File: src/design/tws_pkg.sv
package tws_pkg;

   localparam int BLOCK_BYTES_DEFAULT = 512;
   localparam int MAX_RETRIES_DEFAULT = 4;

   typedef enum logic [1:0] {
      CMD_START   = 2'd0,
      CMD_MESSAGE = 2'd1,
      CMD_TICK    = 2'd2,
      CMD_TIMEOUT = 2'd3
   } cmd_type;

   typedef enum logic [2:0] {
      EV_REQUEST    = 3'd0,
      EV_DATA       = 3'd1,
      EV_RETRANSMIT = 3'd2,
      EV_DONE       = 3'd3,
      EV_ABORT      = 3'd4
   } event_type;

   typedef enum logic [1:0] {
      PHASE_IDLE = 2'd0,
      PHASE_WAIT = 2'd1
   } phase_type;

   localparam logic [2:0]  OP_REQUEST = 3'd2;
   localparam logic [2:0]  OP_DATA    = 3'd3;
   localparam logic [2:0]  OP_FINAL   = 3'd6;
   localparam logic [15:0] OP_ACK     = 16'd4;

   // Opcode, name terminator, "netascii" with its terminator, and one more byte.
   localparam logic [9:0] REQUEST_OVERHEAD = 10'd13;
   // Data header plus the 32-bit size word of the final block.
   localparam logic [9:0] FINAL_OVERHEAD   = 10'd8;
   localparam logic [9:0] DATA_OVERHEAD    = 10'd4;

   typedef struct packed {
      logic [2:0]  opcode;
      logic [15:0] block_number;
      logic [9:0]  file_bytes;
      logic [9:0]  datagram_length;
   } packet_type;

   typedef struct packed {
      logic [2:0]  event_res;
      logic [2:0]  opcode;
      logic [15:0] block_number;
      logic [9:0]  file_bytes;
      logic [8:0]  size_word;
      logic [9:0]  datagram_length;
   } result_type;

   // Backoff after the given number of resends: 1, 2, 4, 8, then saturated.
   function automatic logic [3:0] backoff_wait(input logic [2:0] retries);
      logic [3:0] result;
      case (retries)
         3'd1: result = 4'd1;
         3'd2: result = 4'd2;
         3'd3: result = 4'd4;
         3'd4: result = 4'd8;
         default: result = 4'd15;
      endcase
      return result;
   endfunction

endpackage

File: src/design/tws_channels.sv
interface tws_req_if;
   logic        valid;
   logic        ready;
   logic [1:0]  cmd;
   logic [31:0] file_size;
   logic [6:0]  name_length;
   logic [15:0] msg_opcode;
   logic [15:0] msg_block;

   modport source (output valid, output cmd, output file_size, output name_length,
                   output msg_opcode, output msg_block, input ready);
   modport sink (input valid, input cmd, input file_size, input name_length,
                 input msg_opcode, input msg_block, output ready);
endinterface

interface tws_rsp_if;
   logic        valid;
   logic        ready;
   logic [2:0]  event_res;
   logic [2:0]  opcode;
   logic [15:0] block_number;
   logic [9:0]  file_bytes;
   logic [8:0]  size_word;
   logic [9:0]  datagram_length;

   modport source (output valid, output event_res, output opcode, output block_number,
                   output file_bytes, output size_word, output datagram_length,
                   input ready);
   modport sink (input valid, input event_res, input opcode, input block_number,
                 input file_bytes, input size_word, input datagram_length,
                 output ready);
endinterface

File: src/design/tftp_write_sender.sv
// Channel    Direction  Transaction
// req_port   in         start, received message, one-second tick or receive timeout
// rsp_port   out        write request, data block, retransmit, done or aborted
//
// One transaction is accepted every cycle while req_port.ready is high; its result,
// if any, is registered and shown on rsp_port in the following cycle.
// req_port.ready drops only while a registered result waits and rsp_port.ready is low.
// Reset is synchronous and returns the session to idle.
// The result passes through a single output register.
module tftp_write_sender #(
   parameter int BLOCK_BYTES = tws_pkg::BLOCK_BYTES_DEFAULT,
   parameter int MAX_RETRIES = tws_pkg::MAX_RETRIES_DEFAULT
) (
   input logic        clock,
   input logic        reset,
   tws_req_if.sink    req_port,
   tws_rsp_if.source  rsp_port
);
   import tws_pkg::*;

   localparam logic [31:0] BLOCK_WORD   = 32'(BLOCK_BYTES);
   localparam logic [9:0]  FULL_BYTES   = 10'(BLOCK_BYTES);
   localparam logic [9:0]  FULL_LENGTH  = 10'(BLOCK_BYTES) + DATA_OVERHEAD;
   localparam logic [2:0]  RETRY_LIMIT  = 3'(MAX_RETRIES);

   phase_type   phase_ff, phase_in;
   logic [15:0] next_block_ff, next_block_in;
   logic [31:0] bytes_left_ff, bytes_left_in;
   logic        final_sent_ff, final_sent_in;
   logic [2:0]  retry_count_ff, retry_count_in;
   logic [3:0]  wait_seconds_ff, wait_seconds_in;
   logic [7:0]  elapsed_ff, elapsed_in;
   packet_type  last_packet_ff, last_packet_in;
   result_type  rsp_data_ff, rsp_data_in;
   logic        rsp_valid_ff, rsp_valid_in;

   logic        req_accept;
   logic        emit;
   logic        waiting;
   logic        ack_match;
   logic        full_block;
   logic        timeout_due;
   logic        retry_spent;
   logic [2:0]  retry_next;
   logic [9:0]  remainder;

   assign req_port.ready = !rsp_valid_ff || rsp_port.ready;
   assign req_accept     = req_port.valid && req_port.ready;

   assign waiting     = (phase_ff == PHASE_WAIT);
   assign ack_match   = (req_port.msg_opcode == OP_ACK) &&
                        (req_port.msg_block == next_block_ff - 16'd1);
   assign full_block  = (bytes_left_ff >= BLOCK_WORD);
   assign timeout_due = (elapsed_ff >= {4'd0, wait_seconds_ff});
   assign retry_spent = (retry_count_ff >= RETRY_LIMIT);
   assign retry_next  = retry_count_ff + 3'd1;
   assign remainder   = bytes_left_ff[9:0];

   always_comb begin
      phase_in = phase_ff;
      if (req_accept) begin
         unique case (cmd_type'(req_port.cmd))
            CMD_START: phase_in = PHASE_WAIT;
            CMD_MESSAGE: begin
               if (waiting && ack_match && final_sent_ff) begin
                  phase_in = PHASE_IDLE;
               end
            end
            CMD_TICK: phase_in = phase_ff;
            CMD_TIMEOUT: begin
               if (waiting && timeout_due && retry_spent) begin
                  phase_in = PHASE_IDLE;
               end
            end
         endcase
      end
   end

   always_comb begin
      next_block_in   = next_block_ff;
      bytes_left_in   = bytes_left_ff;
      final_sent_in   = final_sent_ff;
      retry_count_in  = retry_count_ff;
      wait_seconds_in = wait_seconds_ff;
      elapsed_in      = elapsed_ff;
      last_packet_in  = last_packet_ff;
      rsp_data_in     = '0;
      emit            = 1'b0;
      if (req_accept) begin
         unique case (cmd_type'(req_port.cmd))
            CMD_START: begin
               next_block_in   = 16'd1;
               bytes_left_in   = req_port.file_size;
               final_sent_in   = 1'b0;
               retry_count_in  = '0;
               wait_seconds_in = '0;
               elapsed_in      = '0;
               last_packet_in.opcode          = OP_REQUEST;
               last_packet_in.block_number    = '0;
               last_packet_in.file_bytes      = '0;
               last_packet_in.datagram_length = REQUEST_OVERHEAD + {3'd0, req_port.name_length};
               emit                        = 1'b1;
               rsp_data_in.event_res       = EV_REQUEST;
               rsp_data_in.opcode          = OP_REQUEST;
               rsp_data_in.datagram_length = REQUEST_OVERHEAD + {3'd0, req_port.name_length};
            end
            CMD_MESSAGE: begin
               if (waiting && ack_match) begin
                  emit = 1'b1;
                  if (final_sent_ff) begin
                     next_block_in         = 16'd1;
                     bytes_left_in         = '0;
                     final_sent_in         = 1'b0;
                     retry_count_in        = '0;
                     wait_seconds_in       = '0;
                     elapsed_in            = '0;
                     last_packet_in        = '0;
                     rsp_data_in.event_res = EV_DONE;
                  end else begin
                     next_block_in   = next_block_ff + 16'd1;
                     retry_count_in  = '0;
                     wait_seconds_in = '0;
                     elapsed_in      = '0;
                     rsp_data_in.event_res    = EV_DATA;
                     rsp_data_in.block_number = next_block_ff;
                     last_packet_in.block_number = next_block_ff;
                     if (full_block) begin
                        bytes_left_in = bytes_left_ff - BLOCK_WORD;
                        last_packet_in.opcode          = OP_DATA;
                        last_packet_in.file_bytes      = FULL_BYTES;
                        last_packet_in.datagram_length = FULL_LENGTH;
                        rsp_data_in.opcode             = OP_DATA;
                        rsp_data_in.file_bytes         = FULL_BYTES;
                        rsp_data_in.datagram_length    = FULL_LENGTH;
                     end else begin
                        final_sent_in = 1'b1;
                        last_packet_in.opcode          = OP_FINAL;
                        last_packet_in.file_bytes      = remainder;
                        last_packet_in.datagram_length = FINAL_OVERHEAD + remainder;
                        rsp_data_in.opcode             = OP_FINAL;
                        rsp_data_in.file_bytes         = remainder;
                        rsp_data_in.size_word          = remainder[8:0];
                        rsp_data_in.datagram_length    = FINAL_OVERHEAD + remainder;
                     end
                  end
               end
            end
            CMD_TICK: begin
               if (waiting && elapsed_ff != 8'hFF) begin
                  elapsed_in = elapsed_ff + 8'd1;
               end
            end
            CMD_TIMEOUT: begin
               if (waiting && timeout_due) begin
                  emit = 1'b1;
                  if (retry_spent) begin
                     next_block_in         = 16'd1;
                     bytes_left_in         = '0;
                     final_sent_in         = 1'b0;
                     retry_count_in        = '0;
                     wait_seconds_in       = '0;
                     elapsed_in            = '0;
                     last_packet_in        = '0;
                     rsp_data_in.event_res = EV_ABORT;
                  end else begin
                     retry_count_in  = retry_next;
                     wait_seconds_in = backoff_wait(retry_next);
                     elapsed_in      = '0;
                     rsp_data_in.event_res       = EV_RETRANSMIT;
                     rsp_data_in.opcode          = last_packet_ff.opcode;
                     rsp_data_in.block_number    = last_packet_ff.block_number;
                     rsp_data_in.file_bytes      = last_packet_ff.file_bytes;
                     rsp_data_in.datagram_length = last_packet_ff.datagram_length;
                     if (last_packet_ff.opcode == OP_FINAL) begin
                        rsp_data_in.size_word = last_packet_ff.file_bytes[8:0];
                     end
                  end
               end
            end
         endcase
      end
   end

   assign rsp_valid_in = emit || (rsp_valid_ff && !rsp_port.ready);

   always_ff @(posedge clock) begin
      if (reset) begin
         phase_ff        <= PHASE_IDLE;
         next_block_ff   <= 16'd1;
         bytes_left_ff   <= '0;
         final_sent_ff   <= 1'b0;
         retry_count_ff  <= '0;
         wait_seconds_ff <= '0;
         elapsed_ff      <= '0;
         last_packet_ff  <= '0;
         rsp_valid_ff    <= 1'b0;
      end else begin
         phase_ff        <= phase_in;
         next_block_ff   <= next_block_in;
         bytes_left_ff   <= bytes_left_in;
         final_sent_ff   <= final_sent_in;
         retry_count_ff  <= retry_count_in;
         wait_seconds_ff <= wait_seconds_in;
         elapsed_ff      <= elapsed_in;
         last_packet_ff  <= last_packet_in;
         rsp_valid_ff    <= rsp_valid_in;
      end
   end

   always_ff @(posedge clock) begin
      if (emit) begin
         rsp_data_ff <= rsp_data_in;
      end
   end

   assign rsp_port.valid           = rsp_valid_ff;
   assign rsp_port.event_res       = rsp_data_ff.event_res;
   assign rsp_port.opcode          = rsp_data_ff.opcode;
   assign rsp_port.block_number    = rsp_data_ff.block_number;
   assign rsp_port.file_bytes      = rsp_data_ff.file_bytes;
   assign rsp_port.size_word       = rsp_data_ff.size_word;
   assign rsp_port.datagram_length = rsp_data_ff.datagram_length;

   // A start always produces a write request in the next cycle.
   assert property (@(posedge clock) disable iff (reset)
      req_accept && req_port.cmd == CMD_START
      |=> rsp_valid_ff && rsp_data_ff.event_res == EV_REQUEST)
      else $error("start did not produce a write request");

   // An idle session holds no retry or final-block history.
   assert property (@(posedge clock) disable iff (reset)
      phase_ff == PHASE_IDLE |-> retry_count_ff == 3'd0 && !final_sent_ff)
      else $error("idle session kept stale state");

   // The resend count never passes its limit.
   assert property (@(posedge clock) disable iff (reset)
      retry_count_ff <= RETRY_LIMIT)
      else $error("retry count passed its limit");

   // A result that is not taken keeps the input stalled.
   assert property (@(posedge clock) disable iff (reset)
      rsp_valid_ff && !rsp_port.ready |-> !req_port.ready)
      else $error("input accepted while a result was stalled");

endmodule
File: src/flat_wrapper.sv
// flat-port wrapper written by rule: the top's interface ports become plain ports
module tftp_write_sender_flat import tws_pkg::*;
#(
   parameter int BLOCK_BYTES = tws_pkg::BLOCK_BYTES_DEFAULT,
   parameter int MAX_RETRIES = tws_pkg::MAX_RETRIES_DEFAULT
)
  (clock, reset, req_port_valid, req_port_cmd, req_port_file_size, req_port_name_length, req_port_msg_opcode, req_port_msg_block, req_port_ready, rsp_port_valid, rsp_port_event_res, rsp_port_opcode, rsp_port_block_number, rsp_port_file_bytes, rsp_port_size_word, rsp_port_datagram_length, rsp_port_ready);
  tws_req_if req_port_i ();
  tws_rsp_if rsp_port_i ();
  input logic clock;
  input logic reset;
  input wire logic [$bits(req_port_i.valid)-1:0] req_port_valid;
  input wire logic [$bits(req_port_i.cmd)-1:0] req_port_cmd;
  input wire logic [$bits(req_port_i.file_size)-1:0] req_port_file_size;
  input wire logic [$bits(req_port_i.name_length)-1:0] req_port_name_length;
  input wire logic [$bits(req_port_i.msg_opcode)-1:0] req_port_msg_opcode;
  input wire logic [$bits(req_port_i.msg_block)-1:0] req_port_msg_block;
  output wire logic [$bits(req_port_i.ready)-1:0] req_port_ready;
  output wire logic [$bits(rsp_port_i.valid)-1:0] rsp_port_valid;
  output wire logic [$bits(rsp_port_i.event_res)-1:0] rsp_port_event_res;
  output wire logic [$bits(rsp_port_i.opcode)-1:0] rsp_port_opcode;
  output wire logic [$bits(rsp_port_i.block_number)-1:0] rsp_port_block_number;
  output wire logic [$bits(rsp_port_i.file_bytes)-1:0] rsp_port_file_bytes;
  output wire logic [$bits(rsp_port_i.size_word)-1:0] rsp_port_size_word;
  output wire logic [$bits(rsp_port_i.datagram_length)-1:0] rsp_port_datagram_length;
  input wire logic [$bits(rsp_port_i.ready)-1:0] rsp_port_ready;
  assign req_port_i.valid = req_port_valid;
  assign req_port_i.cmd = req_port_cmd;
  assign req_port_i.file_size = req_port_file_size;
  assign req_port_i.name_length = req_port_name_length;
  assign req_port_i.msg_opcode = req_port_msg_opcode;
  assign req_port_i.msg_block = req_port_msg_block;
  assign req_port_ready = req_port_i.ready;
  assign rsp_port_valid = rsp_port_i.valid;
  assign rsp_port_event_res = rsp_port_i.event_res;
  assign rsp_port_opcode = rsp_port_i.opcode;
  assign rsp_port_block_number = rsp_port_i.block_number;
  assign rsp_port_file_bytes = rsp_port_i.file_bytes;
  assign rsp_port_size_word = rsp_port_i.size_word;
  assign rsp_port_datagram_length = rsp_port_i.datagram_length;
  assign rsp_port_i.ready = rsp_port_ready;
  tftp_write_sender #(.BLOCK_BYTES(BLOCK_BYTES), .MAX_RETRIES(MAX_RETRIES)) u_core (.clock(clock), .reset(reset), .req_port(req_port_i), .rsp_port(rsp_port_i));
endmodule
File: config.mk
export PLATFORM = sky130hd
export DESIGN_NAME = tftp_write_sender_flat
export DESIGN_NICKNAME = d
export VERILOG_FILES = /design/src/design/tws_pkg.sv /design/src/design/tws_channels.sv /design/src/design/tftp_write_sender.sv /design/src/flat_wrapper.sv
export SDC_FILE = /design/constraint.sdc
export NUM_CORES = 1
export LEC_CHECK = 0
export BUFFER_PORTS_ARGS = -buffer_cell sky130_fd_sc_hd__buf_2
export CORE_ASPECT_RATIO = 1.25
export CORE_MARGIN = 5
export CORE_UTILIZATION = 50
export DETAILED_ROUTE_END_ITERATION = 7
export PLACE_DENSITY = 0.8
export SETUP_SLACK_MARGIN = 0.3
export SYNTH_ARGS = -nofsm -noshare
export SYNTH_HDL_FRONTEND = slang
export SYNTH_SLANG_ARGS = --single-unit
File: constraint.sdc
create_clock -name clock -period 5.3 [get_ports clock]
set_clock_uncertainty 0.05 [all_clocks]
set_input_delay 1.06 -clock clock [delete_from_list [all_inputs] [get_ports clock]]
set_output_delay 1.06 -clock clock [all_outputs]
set_load 0.05 [all_outputs]
==> key figures <==
Status
  • Run status: completed

Placement
  • Final HPWL DP: 16.60 mm
  • Area of placed instances: 9310 µm²
  • Port bufs: approximately 130
  • Gpl congestion: about 0.89
  • Setup slack at placement: ~1.2 ns

Pwr
  • Total power draw: around 3000 µW
  • Worst vdd ir: 180.6 µV
  • Static leakage: 0.003453 µW
  • Pwr per Cell Area: 297.5 nW/µm²

GRT
  • Initial antenna violation count: 0
  • GRT Util Overall: 24.61%
  • Vias in the first global route: approximately 8000
  • First-pass GRT wire length: 39.85 mm
  • GRT Residual Overflow: 0
  • Largest net degree at the start of global routing: 87

Routing
  • Total Wirelength: around 25 mm
  • DR iter-0 viols: between 800 and 900
  • Vias per inst: 6.417
  • DR pass1 iterations: 6
  • DR WL/cell: 19.14 µm
  • Post-DRT Antenna Nets: 0
  • Drt drc: 0
  • Via count: 8297

Synth
  • Post-synthesis area per instance: about 8.7 µm²
  • Cell taking the most area after synthesis: dfxtp_1
  • Sequential-to-total area share from yosys stat: 42.16%
  • Synth top area share: 24.39%
  • Post-synth cell types: 71
  • Ys Warns: 0
  • Synth async-reset ratio: 0%
  • Count of state elements after synthesis: approximately 160
  • Number of synthesized flops with an enable pin: 51
  • Syn nets: 1086
  • Ys flop type: dfxtp_1
  • Synth top area cells: dfxtp_1, edfxtp_1, a21oi_1
  • Synth Instances: 994
  • Mapped Area: ~8600 µm²

Timing
  • Slew Limit Fails: 0
  • Setup TNS: 0 ns
  • Fmax: 241.2 MHz
  • Final hold viol count: 0
  • Setup ws final: 1.153 ns
  • RSZ-0062 raised after global routing: false
  • Worst slew pin tran: a little under 1 ns
  • Final Cycle Share: about four fifths
  • Endpoints failing setup: 0
  • Min Clock Period, post-route: 4.147 ns
  • Relative slew slack: 35.21%
  • WHS: 0.4150 ns

Critical path
  • Worst EP required: about 5.6 ns
  • Critical Path Sink Type: register
  • Cells on worst reg2reg path: 11
  • CP Launch Type: register
  • Kind of critical path: reg2reg
  • Crit-path max FO: 18
  • Worst EP arrival: around 4.4 ns

Die
  • Core area: 16910 µm²
  • Rows: 53
  • Die Ht: between 150 and 200 µm
  • Die Width: between 100 and 150 µm
  • Die area: roughly 20000 µm²
  • Initial core utilization: 50.97%
  • IO Pins: 130

CTS
  • Setup bufs post-CTS: 0
  • # resized after CTS: 0
  • CTS H-Tree Depth: 4
  • Root Buffer: clkbuf_16
  • Worst-path clk slew: 0.06 ns
  • TritonCTS Buffers: 17
  • # hold bufs at CTS: 0
  • Maximum clock insertion buffer count: 2
  • CTS tree: yes
  • Clock sinks: 156
  • Worst-skew pair later-pin latency: 0.43 ns

Min path
  • Hold/Removal Path Class: reg2reg
  • Hold Path Depth: 2

Layout
  • Diode count: 0
  • Share of layout cells above drive strength 1: 18.92%
  • Layout area overhead: 15.27%
  • Final #Nets: 1152
  • Fillers: approximately 1500
  • Final Cell Area: slightly below 10000 µm²

Run
  • MaxCap Viol Count: 0
==> critical path, cell delays in order, from the launching register on <==
cell and delay (ns):
dfxtp_1 0.46, inv_1 0.15, ha_1 0.25, or4b_1 0.65
nor4b_2 0.30, o31ai_1 0.11, o211a_1 0.25, nor4_4 0.46
buf_4 0.27, and2_1 0.17, and4_1 0.61, a22o_1 0.26
==> synthesized netlist by cell type (all sizes together) (7+ instances only) <==
cell / instances
dfxtp: 105
a21oi: 85
clkbuf: 77
nand2: 67
nor2: 64
nand3: 63
edfxtp: 51
nor3: 43
a211oi: 39
o21ai: 38
a22oi: 28
buf: 25
inv: 25
a22o: 22
o32ai: 21
nor4: 20
xnor2: 20
o211ai: 19
ha: 15
or3: 14
nand4: 12
xor2: 11
a31oi: 10
a221oi: 9
mux2i: 9
and3: 7
or4: 7
==> path summary, 6_finish.rpt <==
path | from | end | slack [ns]
worst min-delay path | u_core.last_packet_ff[24]$_SDFFE_PP0P_ | u_core.last_packet_ff[24]$_SDFFE_PP0P_ | 0.42
worst max-delay path | u_core.next_block_ff[0]$_SDFFE_PP1P_ | u_core.rsp_port.file_bytes[8]$_SDFFCE_PN0P_ | 1.15
worst max register to register | u_core.next_block_ff[0]$_SDFFE_PP1P_ | u_core.rsp_port.file_bytes[8]$_SDFFCE_PN0P_ | 1.15
worst min register to register | u_core.last_packet_ff[24]$_SDFFE_PP0P_ | u_core.last_packet_ff[24]$_SDFFE_PP0P_ | 0.42
==> layout make-up <==
type	count	area [µm²]	area share, %
Clock inverter	12	156.4	1.574
Multi-Input combinational cell	710	4496	45.25
Inverter	26	97.59	0.9824
Sequential cell	156	3633	36.57
Tap cell	220	275.3	2.771
Clock buffer	20	467.9	4.710
Timing Repair Buffer	149	808.3	8.136
==> routing by layer <==
| metal | GRT usage, % | share of wire (%) |
|---|---|---|
| met3 | 5.497 | 7.2 |
| met1 | 30.11 | 39 |
| met5 | 0 | 0 |
| met2 | 41.23 | 50 |
| met4 | 11.45 | 4.1 |
==> flip-flops by register name, summed over array words and instances, names as in the netlist <==
| signal | flops |
|---|---|
| u_core.last_packet_ff | 39 |
| u_core.bytes_left_ff | 32 |
| u_core.final_sent_ff | 1 |
| u_core.rsp_port.size_word | 9 |
| u_core.rsp_port.valid | 1 |
| u_core.retry_count_ff | 3 |
| u_core.wait_seconds_ff | 4 |
| u_core.elapsed_ff | 8 |
| u_core.rsp_port.event_res | 3 |
| u_core.rsp_port.datagram_length | 10 |
| u_core.phase_ff | 1 |
| u_core.rsp_port.opcode | 3 |
| u_core.rsp_port.block_number | 16 |
| u_core.rsp_port.file_bytes | 10 |
| u_core.next_block_ff | 16 |
==> per-stage QoR <==
| stage | utilization [%] | instances |
|---|---|---|
| final | 58.75 | 1293 |
| after global routing | 58.75 | 1293 |
| after CTS | 58.75 | 1293 |
| after detailed placement | 55.06 | 1261 |
| after global placement | 55.06 | 1261 |
| after floorplan | - | 994 |
==> kinds of logic after synthesis <==
kind of cell | share of synthesized area, %
XOR/XNOR | 3.150
buffers and inverters | 5.952
AO/OA/AOI/OAI | 25.64
AND/OR/NAND/NOR | 19.74
adder cells (fa/ha/maj) | 2.178
flip-flops | 42.16
multiplexers | 1.176
==> power by group <==
part           internal, µW  switching (µW)
clock network           785             501
registers              1260            21.6
logic                   123             264
total                  2170             787
==> layout by cell type, fill, tap and decap left out, types with 10 or more instances in the layout <==
cell | synthesis | routed
o32ai_1 | 21 | 21
nor3_1 | 43 | 42
a21oi_1 | 85 | 84
xnor2_1 | 20 | 20
buf_2 | 17 | 129
inv_1 | 25 | 24
o21ai_0 | 35 | 35
dfxtp_1 | 105 | 105
xor2_1 | 11 | 11
nor2_1 | 64 | 62
or3_1 | 13 | 13
nand4_1 | 12 | 12
edfxtp_1 | 51 | 51
clkbuf_16 | 0 | 18
ha_1 | 15 | 15
nand3_1 | 63 | 62
a22o_1 | 22 | 22
a211oi_1 | 39 | 39
o211ai_1 | 19 | 19
a31oi_1 | 10 | 10
a22oi_1 | 28 | 28
nor4_1 | 19 | 19
nand2_1 | 67 | 67
buf_4 | 1 | 19
Note: power is estimated with default switching activity, not from simulation.
